$ cat src/hdl/pli_pkg.sv
// Types and codes for the positional list block.
// Used by positional_list_insert_remove_top and pli_checker; depends on nothing.
package pli_pkg;

  localparam logic [1:0] MODE_INSERT = 2'd0;
  localparam logic [1:0] MODE_REMOVE = 2'd1;
  localparam logic [1:0] MODE_CLEAR  = 2'd2;

  typedef enum logic [3:0] {
    ST_IDLE,
    ST_INS_RD,
    ST_INS_WR,
    ST_PUT,
    ST_RM_TAKE,
    ST_RM_GRAB,
    ST_RM_RD,
    ST_RM_WR,
    ST_RM_END,
    ST_DONE
  } state_e;

endpackage

$ cat src/hdl/positional_list_insert_remove_top.sv
// Positional list: insert shifts entries from the tail down to the position up one slot, then
// writes the item; remove takes the entry there and pulls later ones down; clear or a refused
// command goes straight to done_o. Entries move through the memory's single read and write port.
// busy_o stays high until the done_o beat; a new command is taken the cycle after it.
// rst_ni (async, active low) empties the list; entry contents stay undefined until written.
// Results are shown for one cycle on done_o; the receiver cannot stall them.
module positional_list_insert_remove_top #(
  parameter int DEPTH = 16
) (
  input  logic               clk_i,
  input  logic               rst_ni,
  input  logic               start_i,
  output logic               busy_o,
  input  logic [1:0]         mode_i,
  input  logic [3:0]         position_i,
  input  logic signed [31:0] item_value_i,
  output logic               done_o,
  output logic               ok_o,
  output logic signed [31:0] removed_value_o,
  output logic [4:0]         item_count_o
);

  localparam int AW = $clog2(DEPTH);
  localparam int CW = $clog2(DEPTH + 1);

  pli_pkg::state_e state_q, state_d;
  logic [CW-1:0] count_q, count_d;
  logic [AW-1:0] cur_q, cur_d;
  logic [AW-1:0] pos_q, pos_d;
  logic [31:0]   val_q, val_d;
  logic          ok_q, ok_d;
  logic [31:0]   taken_q, taken_d;

  logic [31:0] mem_q [DEPTH];
  logic [31:0] rd_q;
  logic          rd_en, wr_en;
  logic [AW-1:0] rd_addr, wr_addr;
  logic [31:0]   wr_data;

  logic [31:0]   cnt_ext, pos_ext, cur_ext;
  logic [AW-1:0] count_idx, pos_idx, cur_dn, cur_up;
  logic          ins_ok, rem_ok;

  assign cnt_ext   = 32'(count_q);
  assign pos_ext   = 32'(position_i);
  assign cur_ext   = 32'(cur_q);
  assign count_idx = cnt_ext[AW-1:0];
  assign pos_idx   = pos_ext[AW-1:0];
  assign cur_dn    = cur_q - 1'b1;
  assign cur_up    = cur_q + 1'b1;

  assign ins_ok = (count_q == '0 && position_i == 4'd0) ||
                  (cnt_ext < 32'(DEPTH) && pos_ext < cnt_ext);
  assign rem_ok = pos_ext < cnt_ext;

  always_ff @(posedge clk_i) begin
    if (wr_en) begin
      mem_q[wr_addr] <= wr_data;
    end
    if (rd_en) begin
      rd_q <= mem_q[rd_addr];
    end
  end

  always_ff @(posedge clk_i or negedge rst_ni) begin
    if (!rst_ni) begin
      state_q <= pli_pkg::ST_IDLE;
      count_q <= '0;
      cur_q   <= '0;
    end else begin
      state_q <= state_d;
      count_q <= count_d;
      cur_q   <= cur_d;
    end
  end

  always_ff @(posedge clk_i) begin
    pos_q   <= pos_d;
    val_q   <= val_d;
    ok_q    <= ok_d;
    taken_q <= taken_d;
  end

  always_comb begin
    state_d = state_q;
    count_d = count_q;
    cur_d   = cur_q;
    pos_d   = pos_q;
    val_d   = val_q;
    ok_d    = ok_q;
    taken_d = taken_q;
    rd_en   = 1'b0;
    rd_addr = cur_q;
    wr_en   = 1'b0;
    wr_addr = cur_q;
    wr_data = rd_q;

    unique case (state_q)
      pli_pkg::ST_IDLE: begin
        if (start_i) begin
          pos_d   = pos_idx;
          val_d   = item_value_i;
          ok_d    = 1'b0;
          taken_d = '0;
          state_d = pli_pkg::ST_DONE;
          unique case (mode_i)
            pli_pkg::MODE_INSERT: begin
              if (ins_ok) begin
                cur_d   = count_idx;
                state_d = (count_idx == pos_idx) ? pli_pkg::ST_PUT : pli_pkg::ST_INS_RD;
              end
            end
            pli_pkg::MODE_REMOVE: begin
              if (rem_ok) begin
                state_d = pli_pkg::ST_RM_TAKE;
              end
            end
            pli_pkg::MODE_CLEAR: begin
              count_d = '0;
              ok_d    = 1'b1;
            end
            default: ;
          endcase
        end
      end
      // move entries up from the tail toward the insert slot
      pli_pkg::ST_INS_RD: begin
        rd_en   = 1'b1;
        rd_addr = cur_dn;
        state_d = pli_pkg::ST_INS_WR;
      end
      pli_pkg::ST_INS_WR: begin
        wr_en   = 1'b1;
        wr_addr = cur_q;
        wr_data = rd_q;
        cur_d   = cur_dn;
        state_d = (cur_dn == pos_q) ? pli_pkg::ST_PUT : pli_pkg::ST_INS_RD;
      end
      pli_pkg::ST_PUT: begin
        wr_en   = 1'b1;
        wr_addr = pos_q;
        wr_data = val_q;
        count_d = CW'(count_q + 1'b1);
        ok_d    = 1'b1;
        state_d = pli_pkg::ST_DONE;
      end
      pli_pkg::ST_RM_TAKE: begin
        rd_en   = 1'b1;
        rd_addr = pos_q;
        cur_d   = pos_q;
        state_d = pli_pkg::ST_RM_GRAB;
      end
      pli_pkg::ST_RM_GRAB: begin
        taken_d = rd_q;
        state_d = (cur_ext + 32'd2 <= cnt_ext) ? pli_pkg::ST_RM_RD : pli_pkg::ST_RM_END;
      end
      // close the gap: pull each later entry down by one
      pli_pkg::ST_RM_RD: begin
        rd_en   = 1'b1;
        rd_addr = cur_up;
        state_d = pli_pkg::ST_RM_WR;
      end
      pli_pkg::ST_RM_WR: begin
        wr_en   = 1'b1;
        wr_addr = cur_q;
        wr_data = rd_q;
        cur_d   = cur_up;
        state_d = (cur_ext + 32'd3 <= cnt_ext) ? pli_pkg::ST_RM_RD : pli_pkg::ST_RM_END;
      end
      pli_pkg::ST_RM_END: begin
        count_d = CW'(count_q - 1'b1);
        ok_d    = 1'b1;
        state_d = pli_pkg::ST_DONE;
      end
      pli_pkg::ST_DONE: begin
        state_d = pli_pkg::ST_IDLE;
      end
      default: begin
        state_d = pli_pkg::ST_IDLE;
      end
    endcase
  end

  assign busy_o          = (state_q != pli_pkg::ST_IDLE);
  assign done_o          = (state_q == pli_pkg::ST_DONE);
  assign ok_o            = ok_q;
  assign removed_value_o = signed'(taken_q);
  assign item_count_o    = cnt_ext[4:0];

endmodule

$ cat config.mk
export PLATFORM = sky130hd
export DESIGN_NAME = positional_list_insert_remove_top
export DESIGN_NICKNAME = d
export VERILOG_FILES = /design/src/hdl/pli_pkg.sv /design/src/hdl/positional_list_insert_remove_top.sv
export SDC_FILE = /design/constraint.sdc
export NUM_CORES = 1
export LEC_CHECK = 0
export BUFFER_PORTS_ARGS = -buffer_cell sky130_fd_sc_hd__buf_4
export CELL_PAD_IN_SITES_DETAIL_PLACEMENT = 0
export CELL_PAD_IN_SITES_GLOBAL_PLACEMENT = 1
export CORE_ASPECT_RATIO = 0.7
export CORE_MARGIN = 2
export CORE_UTILIZATION = 36
export CTS_BUF_LIST = sky130_fd_sc_hd__clkbuf_4 sky130_fd_sc_hd__clkbuf_8 sky130_fd_sc_hd__clkbuf_16
export CTS_CLUSTER_DIAMETER = 100
export DETAILED_ROUTE_END_ITERATION = 8
export PLACE_DENSITY_LB_ADDON = 0.1
export REMOVE_ABC_BUFFERS = 1
export SYNTH_ARGS = -nofsm -noshare
export SYNTH_HDL_FRONTEND = slang
export SYNTH_SLANG_ARGS = --single-unit
export TNS_END_PERCENT = 5
$ cat constraint.sdc
create_clock -name clk_i -period 10.3 [get_ports clk_i]
set_input_delay 0.515 -clock clk_i [delete_from_list [all_inputs] [get_ports clk_i]]
set_output_delay 0.515 -clock clk_i [all_outputs]
set_load 0.01 [all_outputs]
== Word-level counts from Yosys, hierarchy flattened ==
Memory sizes are Yosys's and may differ from the RTL's. A register that Yosys moved wholly into a read port is not among the register bits.
Index checks and enable logic that the tools add are counted.

* Logic and storage cells: 83
* RAM bits: 512
* Memories: 1
* Output and inout bits: 40
* Bits of input ports: 41
* Flip-flop bits (word level): 82

{| class="wikitable"
|+ Memories
! name !! depth !! bits a word !! rd ports !! clocked after memory_dff !! write ports !! RTL line !! source
|-
| mem_q || 16 || 32 || 1 || 1 || 1 || positional_list_insert_remove_top.sv:34 || <nowiki>logic [31:0] mem_q [DEPTH];</nowiki>
|}

* Equality and inequality tests: 17
* Muxes and demuxes: 28
* Magnitude comparators: 4
* Add/sub/neg operators: 6
* Reductions and logical operators: 20

{| class="wikitable"
|+ Operators by type and width
! cell !! count
|-
| $mux W32 || 2
|-
| $pmux W32 S2 || 1
|-
| $mux W4 || 9
|-
| $pmux W4 S8 || 1
|-
| $eq A4 B3 Y1 const B || 4
|-
| $pmux W4 S4 || 1
|-
| $pmux W5 S3 || 1
|-
| $pmux W4 S3 || 1
|-
| $add A4 B2 Y5 const B || 2
|-
| $le A5 B5 Y1 || 2
|-
| $mux W5 || 2
|-
| $eq A4 B2 Y1 const B || 2
|-
| $eq A4 B4 Y1 || 2
|-
| $eq A4 B4 Y1 const B || 2
|-
| $logic_not A4 Y1 || 2
|-
| $pmux W4 S2 || 1
|-
| $reduce_bool A4 Y1 || 2
|-
| $mux W1 || 6
|-
| $reduce_and A2 Y1 || 3
|-
| $reduce_or A3 Y1 || 2
|-
| $add A5 B1 Y5 const B || 1
|-
| $logic_not A5 Y1 || 1
|-
| $lt A4 B5 Y1 || 1
|-
| $lt A5 B5 Y1 const B || 1
|-
| other kinds (18) || 23
|}

== Longest topological paths before layout ==
Gate-level depths: netlist of run 1.

* Word-level depth: 7
* Mapped depth: 13
* Gate-level depth less buffers: 12

== Worst setup path after synthesis of run 1 ==
OpenSTA, ideal clock, no wires.

* Path type: reg-to-reg
* From: register state_q[3]
* To: memory mem_q[0][0], enable pin
* Library setup time: 0.421 ns
* Path slack: 6.664 ns
* Buffers on the path: 4
* Required time: 9.879 ns
* Period minus slack after synthesis: 3.636 ns
* Stages on the path, launching flop included: 9
* Arrival: 3.214 ns
* Path through: dfrtp_1 > buf_2 > buf_1 > nor2_1 > and3_1 > clkbuf_1 > clkbuf_1 > a31oi_1 > nor2_1

* Longest elaborated chain between the ends: 5
* Elaborated cells between the ends (all ways): 8
* Those cells by class: eq/ne: 3; mux: 4; reduce/logical: 1

{| class="wikitable"
|+ Ends and longest elaborated chain
! element !! RTL line !! source
|-
| start, declared || positional_list_insert_remove_top.sv:26 || <nowiki>pli_pkg::state_e state_q, state_d;</nowiki>
|-
| start signal, assigned || positional_list_insert_remove_top.sv:67 || <nowiki>state_q <= pli_pkg::ST_IDLE;</nowiki>
|-
| start signal, assigned || positional_list_insert_remove_top.sv:71 || <nowiki>state_q <= state_d;</nowiki>
|-
| $eq A4 B3 Y1 or $eq A4 B2 Y1 (tied branches) || positional_list_insert_remove_top.sv:98 || <nowiki>unique case (state_q)</nowiki>
|-
| $reduce_or A3 Y1 (no line) || -- ||
|-
| $mux W1 || positional_list_insert_remove_top.sv:98 ||
|-
| $mux W1 || positional_list_insert_remove_top.sv:57 || <nowiki>if (wr_en) begin</nowiki>
|-
| $mux W1 (implied by the code) || positional_list_insert_remove_top.sv:58 || <nowiki>mem_q[wr_addr] <= wr_data;</nowiki>
|-
| end, declared || positional_list_insert_remove_top.sv:34 ||
|}

Several ways; a longest one is shown, not always the timed one.

== Worst setup path in the final report of run 1 ==
* From: register state_q[2]
* To: register rd_q[10] (read register of mem_q) (data pin)

* Longest elaborated chain between the ends: 3
* Elaborated cells between the ends (all ways): 6
* Those cells by class: eq/ne: 3; mux: 2; reduce/logical: 1

{| class="wikitable"
|+ Ends and longest elaborated chain
! element !! RTL line !! source
|-
| $eq A4 B3 Y1 or $eq A4 B1 Y1 (tied branches) || positional_list_insert_remove_top.sv:98 ||
|-
| $reduce_or A3 Y1 (no line) || -- ||
|-
| $mux W1 || positional_list_insert_remove_top.sv:98 ||
|-
| end, declared || positional_list_insert_remove_top.sv:35 || <nowiki>logic [31:0] rd_q;</nowiki>
|}

Several ways; a longest one is shown, not always the timed one.
A chain may end at the register's enable or synchronous reset.

==> impl_metrics.xml, run 1 <==
<?xml version="1.0" encoding="UTF-8"?>
<metrics>
  <group name="status">
    <metric name="result_of_the_run" unit="">complete, no violations</metric>
  </group>
  <group name="global_routing">
    <metric name="first_pass_grt_wire_length" unit="microns">104000</metric>
    <metric name="grt-ovfl-total" unit="">0</metric>
    <metric name="antenna_violations_before_repair" unit="">0</metric>
    <metric name="globalRouteTotalUtil" unit="%">19.8</metric>
    <metric name="grt_pass1_vias" unit="">14700</metric>
    <metric name="grt_max_degree" unit="">203</metric>
  </group>
  <group name="timing">
    <metric name="timing.final.crit_period" unit="ns">4.53</metric>
    <metric name="worst_slew_margin_rel" unit="%">16.8</metric>
    <metric name="timing_max_transition_violations_final" unit="">0</metric>
    <metric name="fin_setup_tns" unit="ns">0</metric>
    <metric name="timing_hold_violations_final" unit="">0</metric>
    <metric name="fin_hold_ws" unit="ns">0.0675</metric>
    <metric name="worst-slew-pin-transition" unit="ns">1.25</metric>
    <metric name="finalWorstSetupSlack" unit="ns">5.77</metric>
    <metric name="finalSetupViolations" unit="">0</metric>
    <metric name="min_period_over_period" unit="%">44.0</metric>
    <metric name="max_freq" unit="MHz">221</metric>
    <metric name="rsz0062_at_grt" unit="">no</metric>
    <metric name="finalClockSkew" unit="ns">0.0196</metric>
  </group>
  <group name="power_and_ir_drop">
    <metric name="power.static_leakage" unit="nW">10.1</metric>
    <metric name="worst_ir_drop_vdd" unit="mV">0.475</metric>
    <metric name="power_density" unit="nW/um^2">365</metric>
    <metric name="power" unit="mW">10.7</metric>
  </group>
  <group name="clock_tree">
    <metric name="insertion_delay_to_the_later_sink_of_the_worst_skew_pair" unit="ns">0.61</metric>
    <metric name="cts-resized-gates" unit="">0</metric>
    <metric name="cts_sinks" unit="">626</metric>
    <metric name="clk_root_buffer_cell" unit="">clkbuf_16</metric>
    <metric name="h-tree-depth" unit="">3</metric>
    <metric name="tritoncts_clock_tree" unit="">done</metric>
    <metric name="post-cts-setup-buffer-count" unit="">0</metric>
    <metric name="num_cts_buffers" unit="">67</metric>
    <metric name="clk_pin_slew" unit="ns">0.06</metric>
    <metric name="clockBufferDepth" unit="">3</metric>
  </group>
  <group name="floorplanning">
    <metric name="dieArea" unit="sq um">72700</metric>
    <metric name="fp.dieH" unit="microns">226</metric>
    <metric name="i_o_pin_count" unit="">81</metric>
    <metric name="die_x" unit="microns">322</metric>
    <metric name="core_region_area" unit="sq um">69800</metric>
    <metric name="floorplan.initialDensity" unit="%">36.4</metric>
    <metric name="std_cell_rows" unit="">81</metric>
  </group>
  <group name="logic_synthesis">
    <metric name="ys.warnings.count" unit="">0</metric>
    <metric name="synth.yosys.seq_area_share" unit="%">73.7</metric>
    <metric name="yosys-mux-area-fraction" unit="%">5.41</metric>
    <metric name="synth-edff-count" unit="">613</metric>
    <metric name="post_synth.cell_area_avg" unit="sq um">14.8</metric>
    <metric name="syn_inst" unit="">1714</metric>
    <metric name="yosys.area_share.xor_xnor" unit="%">0.483</metric>
    <metric name="synth-compound-area-share" unit="%">8.96</metric>
    <metric name="synthSimpleGateAreaFrac" unit="%">7.83</metric>
    <metric name="synthArstFlopShare" unit="%">2.08</metric>
    <metric name="synth_top_family_by_area" unit="">compound AO/OA/AOI/OAI gates</metric>
    <metric name="synth.lib_cells_used.distinct" unit="">58</metric>
    <metric name="syn-cell-area" unit="sq um">25400</metric>
    <metric name="yosys.area_share.adder" unit="%">1.21</metric>
    <metric name="synth_ff_type" unit="">edfxtp_1</metric>
    <metric name="ys_ff_latch" unit="">626</metric>
  </group>
  <group name="cells_and_area">
    <metric name="fin_area" unit="sq um">29200</metric>
    <metric name="fill_cell_instance_count_of_the_final_layout" unit="">6328</metric>
    <metric name="area_used_by_multi_input_combinational_logic" unit="sq um">6270</metric>
    <metric name="synthToLayoutAreaGrowth" unit="%">14.8</metric>
    <metric name="final-seq-area" unit="sq um">18700</metric>
    <metric name="finish.net_count" unit="">1852</metric>
    <metric name="drive_above_1_share" unit="%">15.6</metric>
  </group>
  <group name="critical_path">
    <metric name="crit_path_max_fanout" unit="">57</metric>
    <metric name="crit_path_start_kind" unit="">flop</metric>
    <metric name="reg2regPathDepth" unit="">9</metric>
    <metric name="cp-end-kind" unit="">flop</metric>
    <metric name="setup_cp_type" unit="">flop to flop</metric>
    <metric name="worstPathArrival" unit="ns">4.85</metric>
    <metric name="timing.critical_path.required" unit="ns">10.62</metric>
  </group>
  <group name="min_path">
    <metric name="min_path_type" unit="">input port to flop</metric>
    <metric name="min_path_cells" unit="">1</metric>
  </group>
  <group name="routing">
    <metric name="antenna_violating_nets_post_route" unit="">0</metric>
    <metric name="via_count" unit="">14900</metric>
    <metric name="avgRoutedWirePerCell" unit="microns">26.0</metric>
    <metric name="dr.first_iter.drc_count" unit="">1484</metric>
    <metric name="detailedRoute.firstPassIterationCount" unit="">5</metric>
    <metric name="wl" unit="microns">71500</metric>
    <metric name="drc_errors" unit="">0</metric>
    <metric name="viasPerCell" unit="">5.42</metric>
  </group>
  <group name="place">
    <metric name="setup_slack_after_placement" unit="ns">5.79</metric>
    <metric name="detailed_place_hpwl" unit="microns">34900</metric>
    <metric name="placed_area" unit="sq um">27100</metric>
    <metric name="port_buffers" unit="">80</metric>
    <metric name="finalWeightedCongestion" unit="">0.762</metric>
  </group>
  <group name="flow_run">
    <metric name="maxCapViolCount" unit="">0</metric>
  </group>
</metrics>
==> layer usage <==
layer	vias up	wire, microns	part of all wire [%]	GRT usage (%)
li1	6736	-	-	-
met2	342	32200	45	30.4
met4	0	1550	2.2	5.68
met3	95	2950	4.1	3.14
met1	7714	34800	49	29.1
met5	-	0	0	0
==> stage by stage <==
stage          util (%)  instances
3_3_place_gp       38.8       2630
4_1_cts            41.8       2745
3_5_place_dp       38.8       2630
2_1_floorplan         -       1601
5_1_grt            41.8       2745
6_report           41.8       2747
==> where the power goes <==
group | total, mW | switching (mW) | internal (mW)
clock | 2.31 | 0.998 | 1.31
combinational | 4.63 | 3.08 | 1.55
sequential | 3.71 | 0.172 | 3.53
==> state kept, by name, summed over array words and instances, names as in the netlist <==
name             flops
rd_q                32
state_q              4
mem_q              512
removed_value_o     32
item_count_o         5
val_q               32
pos_q                4
ok_o                 1
cur_q                4
==> cell families (layout without fill, tap and decap cells) <==
logic type / after synthesis / after routing
muxes: 133 / 133
other: 0 / 2
AOI/OAI and AO/OA: 332 / 332
and+or+nand+nor: 454 / 454
xor gates and xnor gates: 14 / 14
adders and majority gates: 24 / 24
DFF: 626 / 626
buffers and inverters: 131 / 249
==> worst max-delay path, cell delays in order (launching register included) <==
cell	delay, ns
dfrtp_1	0.97
nand2b_1	0.28
o21bai_4	0.17
buf_4	0.66
o221a_4	0.32
a21o_4	0.46
buf_4	0.74
nand3_1	0.16
a32oi_1	0.27
o221ai_1	0.15
==> cell usage in the layout, fill, tap and decap left out, types with 6 or more instances in the layout <==
cell type  Yosys  routed
nor3_1         9       9
a21oi_1      143     143
nor2_4         0      18
nor2b_1        9       7
buf_4          7     114
a22o_1        65      65
dfrtp_1       13      13
mux2_2        35      35
a32oi_1       38      38
nand2_1      279     277
clkbuf_16      0      68
clkbuf_4       2      18
xnor2_1        9       9
inv_6          0       6
and3_1        35      33
nor2_1        34      16
a31oi_1        6       6
inv_1         18      17
o21ai_0       16      16
ha_1          23      23
edfxtp_1     613     613
mux2i_1       98      98
o221ai_1      32      32
clkinv_1       0      13
nand3_1       70      69
==> repair_timing <==
action / in CTS / in global routing
setup endpoints to repair: 0 / 0
hold endpoints to repair: 13 / 0
hold buffers: 1 / 0
==> cell type report <==
| type | instances | share of cell area (%) |
|---|---|---|
| sequential | 626 | 64.2 |
| antenna | 2 | 0.0172 |
| tap | 913 | 3.92 |
| inverter | 18 | 0.232 |
| multi-input combinational | 957 | 21.5 |
| clock inverter | 28 | 0.721 |
| timing repair buffer | 117 | 3.11 |
| clock buffer | 86 | 6.30 |
==> final timing paths <==
| kind | start | endpoint | slack (ns) |
|---|---|---|---|
| worst max-delay path | state_q[2]$_DFFE_PN0P_ | rd_q[10]$_DFFE_PN_ | 5.77 |
| worst min-delay path | item_value_i[13] | val_q[13]$_DFFE_PP_ | 0.07 |
| worst max register to register | state_q[2]$_DFFE_PN0P_ | rd_q[10]$_DFFE_PN_ | 5.77 |
| worst min register to register | rd_q[15]$_DFFE_PN_ | removed_value_o[15]$_SDFFCE_PN0P_ | 0.57 |
| max in group asynchronous | rst_ni | item_count_o[0]$_DFFE_PN0P_ | 9.81 |
| min in group asynchronous | rst_ni | cur_q[2]$_DFFE_PN0P_ | 0.30 |
==> Yosys cell counts, types with 2 or more instances <==
| master | count | area, sq um |
|---|---|---|
| nor2_1 | 34 | 128 |
| a21o_1 | 5 | 37.5 |
| clkbuf_1 | 57 | 214 |
| buf_4 | 7 | 52.6 |
| nand2b_1 | 5 | 31.3 |
| buf_2 | 40 | 200 |
| nand4_1 | 3 | 18.8 |
| a211oi_1 | 2 | 15.0 |
| a31oi_1 | 6 | 37.5 |
| a22oi_1 | 4 | 30.0 |
| mux2i_1 | 98 | 981 |
| mux2_2 | 35 | 394 |
| a32oi_1 | 38 | 333 |
| o21a_1 | 3 | 22.5 |
| a22o_1 | 65 | 569 |
| nand3_1 | 70 | 350 |
| ha_1 | 23 | 288 |
| dfrtp_1 | 13 | 325 |
| buf_1 | 4 | 15.0 |
| xor2_1 | 5 | 43.8 |
| inv_1 | 18 | 67.6 |
| or4_1 | 2 | 15.0 |
| nor2b_1 | 9 | 56.3 |
| o22ai_1 | 4 | 25.0 |
| buf_6 | 2 | 22.5 |
| nand2_1 | 279 | 1050 |
| a21oi_1 | 143 | 716 |
| clkbuf_4 | 2 | 15.0 |
| nor3_1 | 9 | 45.0 |
| xnor2_1 | 9 | 78.8 |
| edfxtp_1 | 613 | 18400 |
| o221ai_1 | 32 | 280 |
| o21ai_0 | 16 | 80.1 |
| and3_1 | 35 | 219 |
No activity file was read; power rests on OpenSTA's default activity.
==> inputs of run 2 (changes only) <==
clock period = 3.9 ns   (was 10.3 ns; I/O delays follow)
==> run 2 against run 1 <==
- first-iteration DRC count down 9.1%
- setup slack worse by 5.2 ns
- critical path depth fell by 2
- maximum frequency up 37%
- largest cell class unchanged
- count of clock-buffer cells in the layout shrank 8
- non-clock buffer count is 63 higher
- highest routed layer unchanged
==> impl_metrics.xml, run 2 (synthesis gave the netlist of run 1 again) <==
<?xml version="1.0" encoding="UTF-8"?>
<metrics>
  <group name="status">
    <metric name="result_of_the_run" unit="">complete, no violations</metric>
  </group>
  <group name="place">
    <metric name="detailed_place_hpwl" unit="microns">36300</metric>
    <metric name="port_buffers" unit="">80</metric>
    <metric name="finalWeightedCongestion" unit="">0.761</metric>
    <metric name="placedCellCount" unit="">2653</metric>
    <metric name="setup_slack_after_placement" unit="ns">0.665</metric>
  </group>
  <group name="critical_path">
    <metric name="worstPathArrival" unit="ns">3.78</metric>
    <metric name="critical_path.slowest_cell" unit="">dfrtp_1</metric>
    <metric name="crit_family" unit="">compound AO/OA/AOI/OAI gates</metric>
    <metric name="cp-end-kind" unit="">flop</metric>
    <metric name="cp_slowest_stage_delay" unit="ns">0.83</metric>
    <metric name="crit_path_start_kind" unit="">flop</metric>
    <metric name="setup_cp_type" unit="">flop to flop</metric>
    <metric name="timing.critical_path.buf_inv" unit="">1</metric>
    <metric name="crit_path_max_fanout" unit="">111</metric>
    <metric name="cp_cell_sequence" unit="">xnor2_1 -&gt; o21ai_0 -&gt; and3_4 -&gt; buf_12 -&gt; a21oi_1 -&gt; a22o_1 -&gt; o221ai_1</metric>
    <metric name="timing.critical_path.required" unit="ns">4.36</metric>
  </group>
  <group name="timing">
    <metric name="min_period_over_period" unit="%">85.0</metric>
    <metric name="fin_hold_ws" unit="ns">0.266</metric>
    <metric name="fin_setup_tns" unit="ns">0</metric>
    <metric name="rsz0062_at_grt" unit="">no</metric>
    <metric name="timing_max_transition_violations_final" unit="">0</metric>
    <metric name="max_freq" unit="MHz">302</metric>
    <metric name="finalClockSkew" unit="ns">0.0227</metric>
    <metric name="worst_slew_margin_rel" unit="%">31.1</metric>
    <metric name="timing.final.crit_period" unit="ns">3.32</metric>
    <metric name="worst-slew-pin-transition" unit="ns">1.03</metric>
    <metric name="finalSetupViolations" unit="">0</metric>
    <metric name="finalWorstSetupSlack" unit="ns">0.583</metric>
    <metric name="timing_hold_violations_final" unit="">0</metric>
  </group>
  <group name="power_and_ir_drop">
    <metric name="power_density" unit="nW/um^2">950</metric>
    <metric name="worst_ir_drop_vdd" unit="mV">0.857</metric>
    <metric name="power.static_leakage" unit="nW">10.5</metric>
    <metric name="power" unit="mW">28.4</metric>
  </group>
  <group name="global_routing">
    <metric name="globalRouteTotalUtil" unit="%">19.9</metric>
    <metric name="grt_max_degree" unit="">112</metric>
    <metric name="antenna_violations_before_repair" unit="">0</metric>
    <metric name="grt_pass1_vias" unit="">14900</metric>
    <metric name="first_pass_grt_wire_length" unit="microns">105000</metric>
    <metric name="grt-ovfl-total" unit="">0</metric>
  </group>
  <group name="min_path">
    <metric name="min_path_type" unit="">input port to flop</metric>
  </group>
  <group name="routing">
    <metric name="detailedRoute.firstPassIterationCount" unit="">5</metric>
    <metric name="antenna_violating_nets_post_route" unit="">0</metric>
    <metric name="viasPerCell" unit="">5.42</metric>
    <metric name="drc_errors" unit="">0</metric>
    <metric name="dr.first_iter.drc_count" unit="">1349</metric>
    <metric name="wl" unit="microns">72000</metric>
    <metric name="via_count" unit="">15200</metric>
    <metric name="avgRoutedWirePerCell" unit="microns">25.6</metric>
  </group>
  <group name="floorplanning">
    <metric name="i_o_pin_count" unit="">81</metric>
    <metric name="floorplan.initialDensity" unit="%">36.4</metric>
    <metric name="std_cell_rows" unit="">81</metric>
    <metric name="fp.dieH" unit="microns">226</metric>
    <metric name="core_region_area" unit="sq um">69800</metric>
    <metric name="dieArea" unit="sq um">72700</metric>
    <metric name="die_x" unit="microns">322</metric>
  </group>
  <group name="clock_tree">
    <metric name="clockBufferDepth" unit="">3</metric>
    <metric name="insertion_delay_to_the_later_sink_of_the_worst_skew_pair" unit="ns">0.64</metric>
    <metric name="num_cts_buffers" unit="">61</metric>
    <metric name="cts_sinks" unit="">626</metric>
    <metric name="clk_root_buffer_cell" unit="">clkbuf_16</metric>
    <metric name="clk_pin_slew" unit="ns">0.06</metric>
    <metric name="h-tree-depth" unit="">2</metric>
    <metric name="cts-resized-gates" unit="">0</metric>
    <metric name="tritoncts_clock_tree" unit="">done</metric>
  </group>
  <group name="cells_and_area">
    <metric name="fill_cell_instance_count_of_the_final_layout" unit="">6262</metric>
    <metric name="antennaDiodeCount" unit="">0</metric>
    <metric name="finish.net_count" unit="">1909</metric>
    <metric name="layout_common_cells" unit="">613 x edfxtp_1, 277 x nand2_1, 143 x a21oi_1</metric>
    <metric name="mostFrequentLayoutCell" unit="">edfxtp_1</metric>
    <metric name="synthToLayoutAreaGrowth" unit="%">17.7</metric>
    <metric name="fin_cells" unit="">2809</metric>
    <metric name="drive_above_1_share" unit="%">16.3</metric>
    <metric name="registers.top_by_ff_count" unit="">mem_q</metric>
    <metric name="max_reg_flops" unit="">512</metric>
  </group>
  <group name="flow_run">
    <metric name="maxCapViolCount" unit="">0</metric>
  </group>
</metrics>
-- run 2: cell type report --
type	count	area, sq um	area share, %
inverter	18	67.6	0.226
tap	913	1140	3.82
clock buffer	78	1690	5.65
sequential	626	18700	62.6
timing repair buffer	180	1740	5.82
multi-input combinational	957	6270	21.0
clock inverter	37	268	0.895
-- run 2: final timing paths --
check,startpoint,endpoint,slack [ns],depth (start not counted)
max in group asynchronous,rst_ni,cur_q[0]$_DFFE_PN0P_,2.71,3
worst max register to register,state_q[0]$_DFFE_PN0P_,rd_q[3]$_DFFE_PN_,0.58,7
min in group asynchronous,rst_ni,item_count_o[3]$_DFFE_PN0P_,0.70,3
worst min register to register,rd_q[20]$_DFFE_PN_,removed_value_o[20]$_SDFFCE_PN0P_,0.58,1
worst max-delay path,state_q[0]$_DFFE_PN0P_,rd_q[3]$_DFFE_PN_,0.58,7
worst min-delay path,item_value_i[17],val_q[17]$_DFFE_PP_,0.27,2
-- run 2: what timing repair did --
item,CTS,global route
endpoints found under the hold margin,54,0
hold buffers,41,0
setup buffers,0,0
-- run 2: routing by layer --
metal / GRT usage, % / vias to the layer above / routed length, microns / share of wire (%)
li1: - / 6844 / - / -
met1: 28.2 / 7890 / 33400 / 46
met2: 31.8 / 394 / 33300 / 46
met3: 3.54 / 99 / 3790 / 5.3
met4: 5.00 / 0 / 1510 / 2.1
met5: 0 / - / 0 / 0
-- run 2: power by group --
part / internal (mW) / leakage [nW] / switching, mW
clock network: 3.26 / 0.986 / 2.58
registers: 9.32 / 5.72 / 0.446
logic: 4.44 / 3.75 / 8.38
-- run 2: per-stage QoR --
step / util [%] / cell area, sq um
detailed placement: 39.4 / 27500
global placement: 39.4 / 27500
global route: 42.8 / 29900
floorplan: - / 24900
CTS: 42.8 / 29900
finish: 42.8 / 29900
==> inputs of run 3 (changes only) <==
clock period = 3.23 ns   (was 3.9 ns; I/O delays follow)
==> run 3 against run 2 <==
- non-clock buffer count increased by 39
- maximum frequency increased by 11%
- sequential power increased by 21%
- largest cell class unchanged
==> impl_metrics.xml, run 3 (synthesis gave the netlist of run 1 again) <==
<?xml version="1.0" encoding="UTF-8"?>
<metrics>
  <group name="global_routing">
    <metric name="grt_max_degree" unit="">78</metric>
    <metric name="grt-ovfl-total" unit="">0</metric>
    <metric name="globalRouteTotalUtil" unit="%">20.1</metric>
    <metric name="first_pass_grt_wire_length" unit="microns">106000</metric>
    <metric name="grt_pass1_vias" unit="">15100</metric>
    <metric name="antenna_violations_before_repair" unit="">0</metric>
  </group>
  <group name="min_path">
    <metric name="min-delay-start" unit="">item_value_i[12]</metric>
    <metric name="worstHoldEndpoint" unit="">val_q[12]$_DFFE_PP_</metric>
    <metric name="min_path_cells" unit="">2</metric>
    <metric name="min_path_type" unit="">input port to flop</metric>
  </group>
  <group name="cells_and_area">
    <metric name="final-seq-area" unit="sq um">18700</metric>
    <metric name="area_used_by_multi_input_combinational_logic" unit="sq um">6270</metric>
    <metric name="registers.top_by_ff_count" unit="">mem_q</metric>
    <metric name="mostFrequentLayoutCell" unit="">edfxtp_1</metric>
    <metric name="fill_cell_instance_count_of_the_final_layout" unit="">6234</metric>
    <metric name="synthToLayoutAreaGrowth" unit="%">19.9</metric>
    <metric name="drive_above_1_share" unit="%">18.0</metric>
    <metric name="antennaDiodeCount" unit="">0</metric>
    <metric name="max_reg_flops" unit="">512</metric>
    <metric name="layout_common_cells" unit="">613 x edfxtp_1, 277 x nand2_1, 144 x buf_4</metric>
    <metric name="finish.net_count" unit="">1953</metric>
  </group>
  <group name="critical_path">
    <metric name="r2r_end" unit="">mem_q[14][28]$_DFFE_PP_</metric>
    <metric name="setup_cp_type" unit="">flop to flop</metric>
    <metric name="crit_family" unit="">simple AND/OR/NAND/NOR gates</metric>
    <metric name="reg2reg_setup_slack" unit="ns">0.24</metric>
    <metric name="cpMostUsedCell" unit="">nor2_1</metric>
    <metric name="cp_cell_sequence" unit="">buf_4 -&gt; nor2_1 -&gt; and3_2 -&gt; nor2_1 -&gt; a31oi_1 -&gt; nor2_4 -&gt; buf_12</metric>
    <metric name="worstReg2RegStart" unit="">state_q[2]$_DFFE_PN0P_</metric>
    <metric name="cp-end-kind" unit="">flop</metric>
    <metric name="crit_path_start_kind" unit="">flop</metric>
    <metric name="crit_path_max_fanout" unit="">20</metric>
    <metric name="timing.critical_path.required" unit="ns">3.56</metric>
    <metric name="reg2regPathDepth" unit="">7</metric>
    <metric name="worstPathArrival" unit="ns">3.32</metric>
    <metric name="timing.critical_path.buf_inv" unit="">2</metric>
    <metric name="cp_slowest_stage_delay" unit="ns">0.78</metric>
    <metric name="critical_path.slowest_cell" unit="">a31oi_1</metric>
    <metric name="number_of_gates_on_the_worst_path_with_buffers_counted" unit="">7</metric>
  </group>
  <group name="place">
    <metric name="setup_slack_after_placement" unit="ns">0.311</metric>
    <metric name="finalWeightedCongestion" unit="">0.802</metric>
    <metric name="port_buffers" unit="">80</metric>
    <metric name="detailed_place_hpwl" unit="microns">40700</metric>
  </group>
  <group name="floorplanning">
    <metric name="i_o_pin_count" unit="">81</metric>
    <metric name="dieArea" unit="sq um">72700</metric>
    <metric name="core_region_area" unit="sq um">69800</metric>
    <metric name="fp.dieH" unit="microns">226</metric>
    <metric name="std_cell_rows" unit="">81</metric>
    <metric name="floorplan.initialDensity" unit="%">36.4</metric>
    <metric name="die_x" unit="microns">322</metric>
  </group>
  <group name="routing">
    <metric name="avgRoutedWirePerCell" unit="microns">25.4</metric>
    <metric name="dr.first_iter.drc_count" unit="">1434</metric>
    <metric name="drc_errors" unit="">0</metric>
    <metric name="detailedRoute.firstPassIterationCount" unit="">5</metric>
    <metric name="antenna_violating_nets_post_route" unit="">0</metric>
    <metric name="wl" unit="microns">72400</metric>
    <metric name="viasPerCell" unit="">5.38</metric>
    <metric name="via_count" unit="">15300</metric>
  </group>
  <group name="power_and_ir_drop">
    <metric name="power_density" unit="nW/um^2">1170</metric>
    <metric name="power" unit="mW">35.6</metric>
    <metric name="power.static_leakage" unit="nW">10.8</metric>
    <metric name="worst_ir_drop_vdd" unit="mV">0.755</metric>
  </group>
  <group name="timing">
    <metric name="worst_slew_margin_rel" unit="%">28.9</metric>
    <metric name="finalSetupViolations" unit="">0</metric>
    <metric name="finalWorstSetupSlack" unit="ns">0.241</metric>
    <metric name="rsz0062_at_grt" unit="">no</metric>
    <metric name="max_freq" unit="MHz">335</metric>
    <metric name="timing_hold_violations_final" unit="">0</metric>
    <metric name="worst-slew-pin-transition" unit="ns">1.07</metric>
    <metric name="fin_setup_tns" unit="ns">0</metric>
    <metric name="min_period_over_period" unit="%">92.5</metric>
    <metric name="finalClockSkew" unit="ns">0.0249</metric>
    <metric name="timing.final.crit_period" unit="ns">2.99</metric>
    <metric name="timing_max_transition_violations_final" unit="">0</metric>
  </group>
  <group name="clock_tree">
    <metric name="clk_root_buffer_cell" unit="">clkbuf_16</metric>
    <metric name="insertion_delay_to_the_later_sink_of_the_worst_skew_pair" unit="ns">0.60</metric>
    <metric name="cts_sinks" unit="">626</metric>
    <metric name="tritoncts_clock_tree" unit="">done</metric>
    <metric name="h-tree-depth" unit="">3</metric>
    <metric name="clk_pin_slew" unit="ns">0.06</metric>
    <metric name="post-cts-setup-buffer-count" unit="">0</metric>
    <metric name="clockBufferDepth" unit="">3</metric>
    <metric name="num_cts_buffers" unit="">66</metric>
  </group>
  <group name="status">
    <metric name="result_of_the_run" unit="">complete, no violations</metric>
  </group>
  <group name="flow_run">
    <metric name="maxCapViolCount" unit="">0</metric>
  </group>
</metrics>
[run 3: changes by cell type in the layout (fill, tap and decap cells not counted), sizes merged]
cell         change
inv              +1
bufinv           +2
dlygate4sd3      +1
clkinv           -9
clkinvlp         +1
clkbuf           +4
buf             +38
[run 3: where the power goes]
part           internal (mW)  switching [mW]  total, mW
registers               11.3           0.519       11.8
clock network           4.33            3.12       7.45
logic                   6.04            10.3       16.3
total                   21.6            13.9       35.6
[run 3: worst max-delay path by stage]
stage | from | end
2_1_floorplan | state_q[2]$_DFFE_PN0P_ | rd_q[30]$_DFFE_PN_
3_3_place_gp | state_q[0]$_DFFE_PN0P_ | rd_q[24]$_DFFE_PN_
3_5_place_dp | state_q[2]$_DFFE_PN0P_ | mem_q[14][28]$_DFFE_PP_
4_1_cts | item_count_o[1]$_DFFE_PN0P_ | state_q[2]$_DFFE_PN0P_
5_1_grt | item_count_o[1]$_DFFE_PN0P_ | state_q[2]$_DFFE_PN0P_
6_report | state_q[2]$_DFFE_PN0P_ | mem_q[14][28]$_DFFE_PP_
[run 3: layout make-up]
type	count	area share, %
Sequential cell	626	61.5
Multi-Input combinational cell	957	20.6
Timing Repair Buffer	219	7.10
Clock buffer	82	5.88
Tap cell	913	3.75
Clock inverter	32	0.953
Inverter	18	0.222
[run 3: worst reg2reg max path: cells and delay by family (launching register included)]
kind	cells	cell delay, ns
AND/OR/NAND/NOR	4	0.82
buffers and inverters	2	0.53
AO/OA/AOI/OAI	1	0.78
flip-flops	1	0.56
[run 3: per-stage QoR]
| stage | hold slack (ns) | util [%] | cell area, sq um | std cells |
|---|---|---|---|---|
| after floorplan | -0.134 | - | 24900 | 1601 |
| after global placement | 0.0363 | 40.0 | 28000 | 2691 |
| after detailed placement | 0.0291 | 40.0 | 28000 | 2691 |
| after CTS | 0.237 | 43.6 | 30500 | 2847 |
| after global routing | 0.251 | 43.6 | 30500 | 2847 |
| final | 0.283 | 43.6 | 30500 | 2847 |
[run 3: per-layer routing]
| metal | GRT usage, % | part of all wire [%] | vias up |
|---|---|---|---|
| li1 | - | - | 6943 |
| met1 | 30.5 | 49 | 7918 |
| met2 | 29.9 | 44 | 364 |
| met3 | 3.22 | 4.6 | 94 |
| met4 | 5.03 | 2.0 | 0 |
| met5 | 0 | 0 | - |
[run 3: what timing repair did]
| action | CTS | global route |
|---|---|---|
| endpoints found under the hold margin | 54 | 0 |
| hold buffers | 42 | 0 |
| gates resized for setup | 0 | 0 |
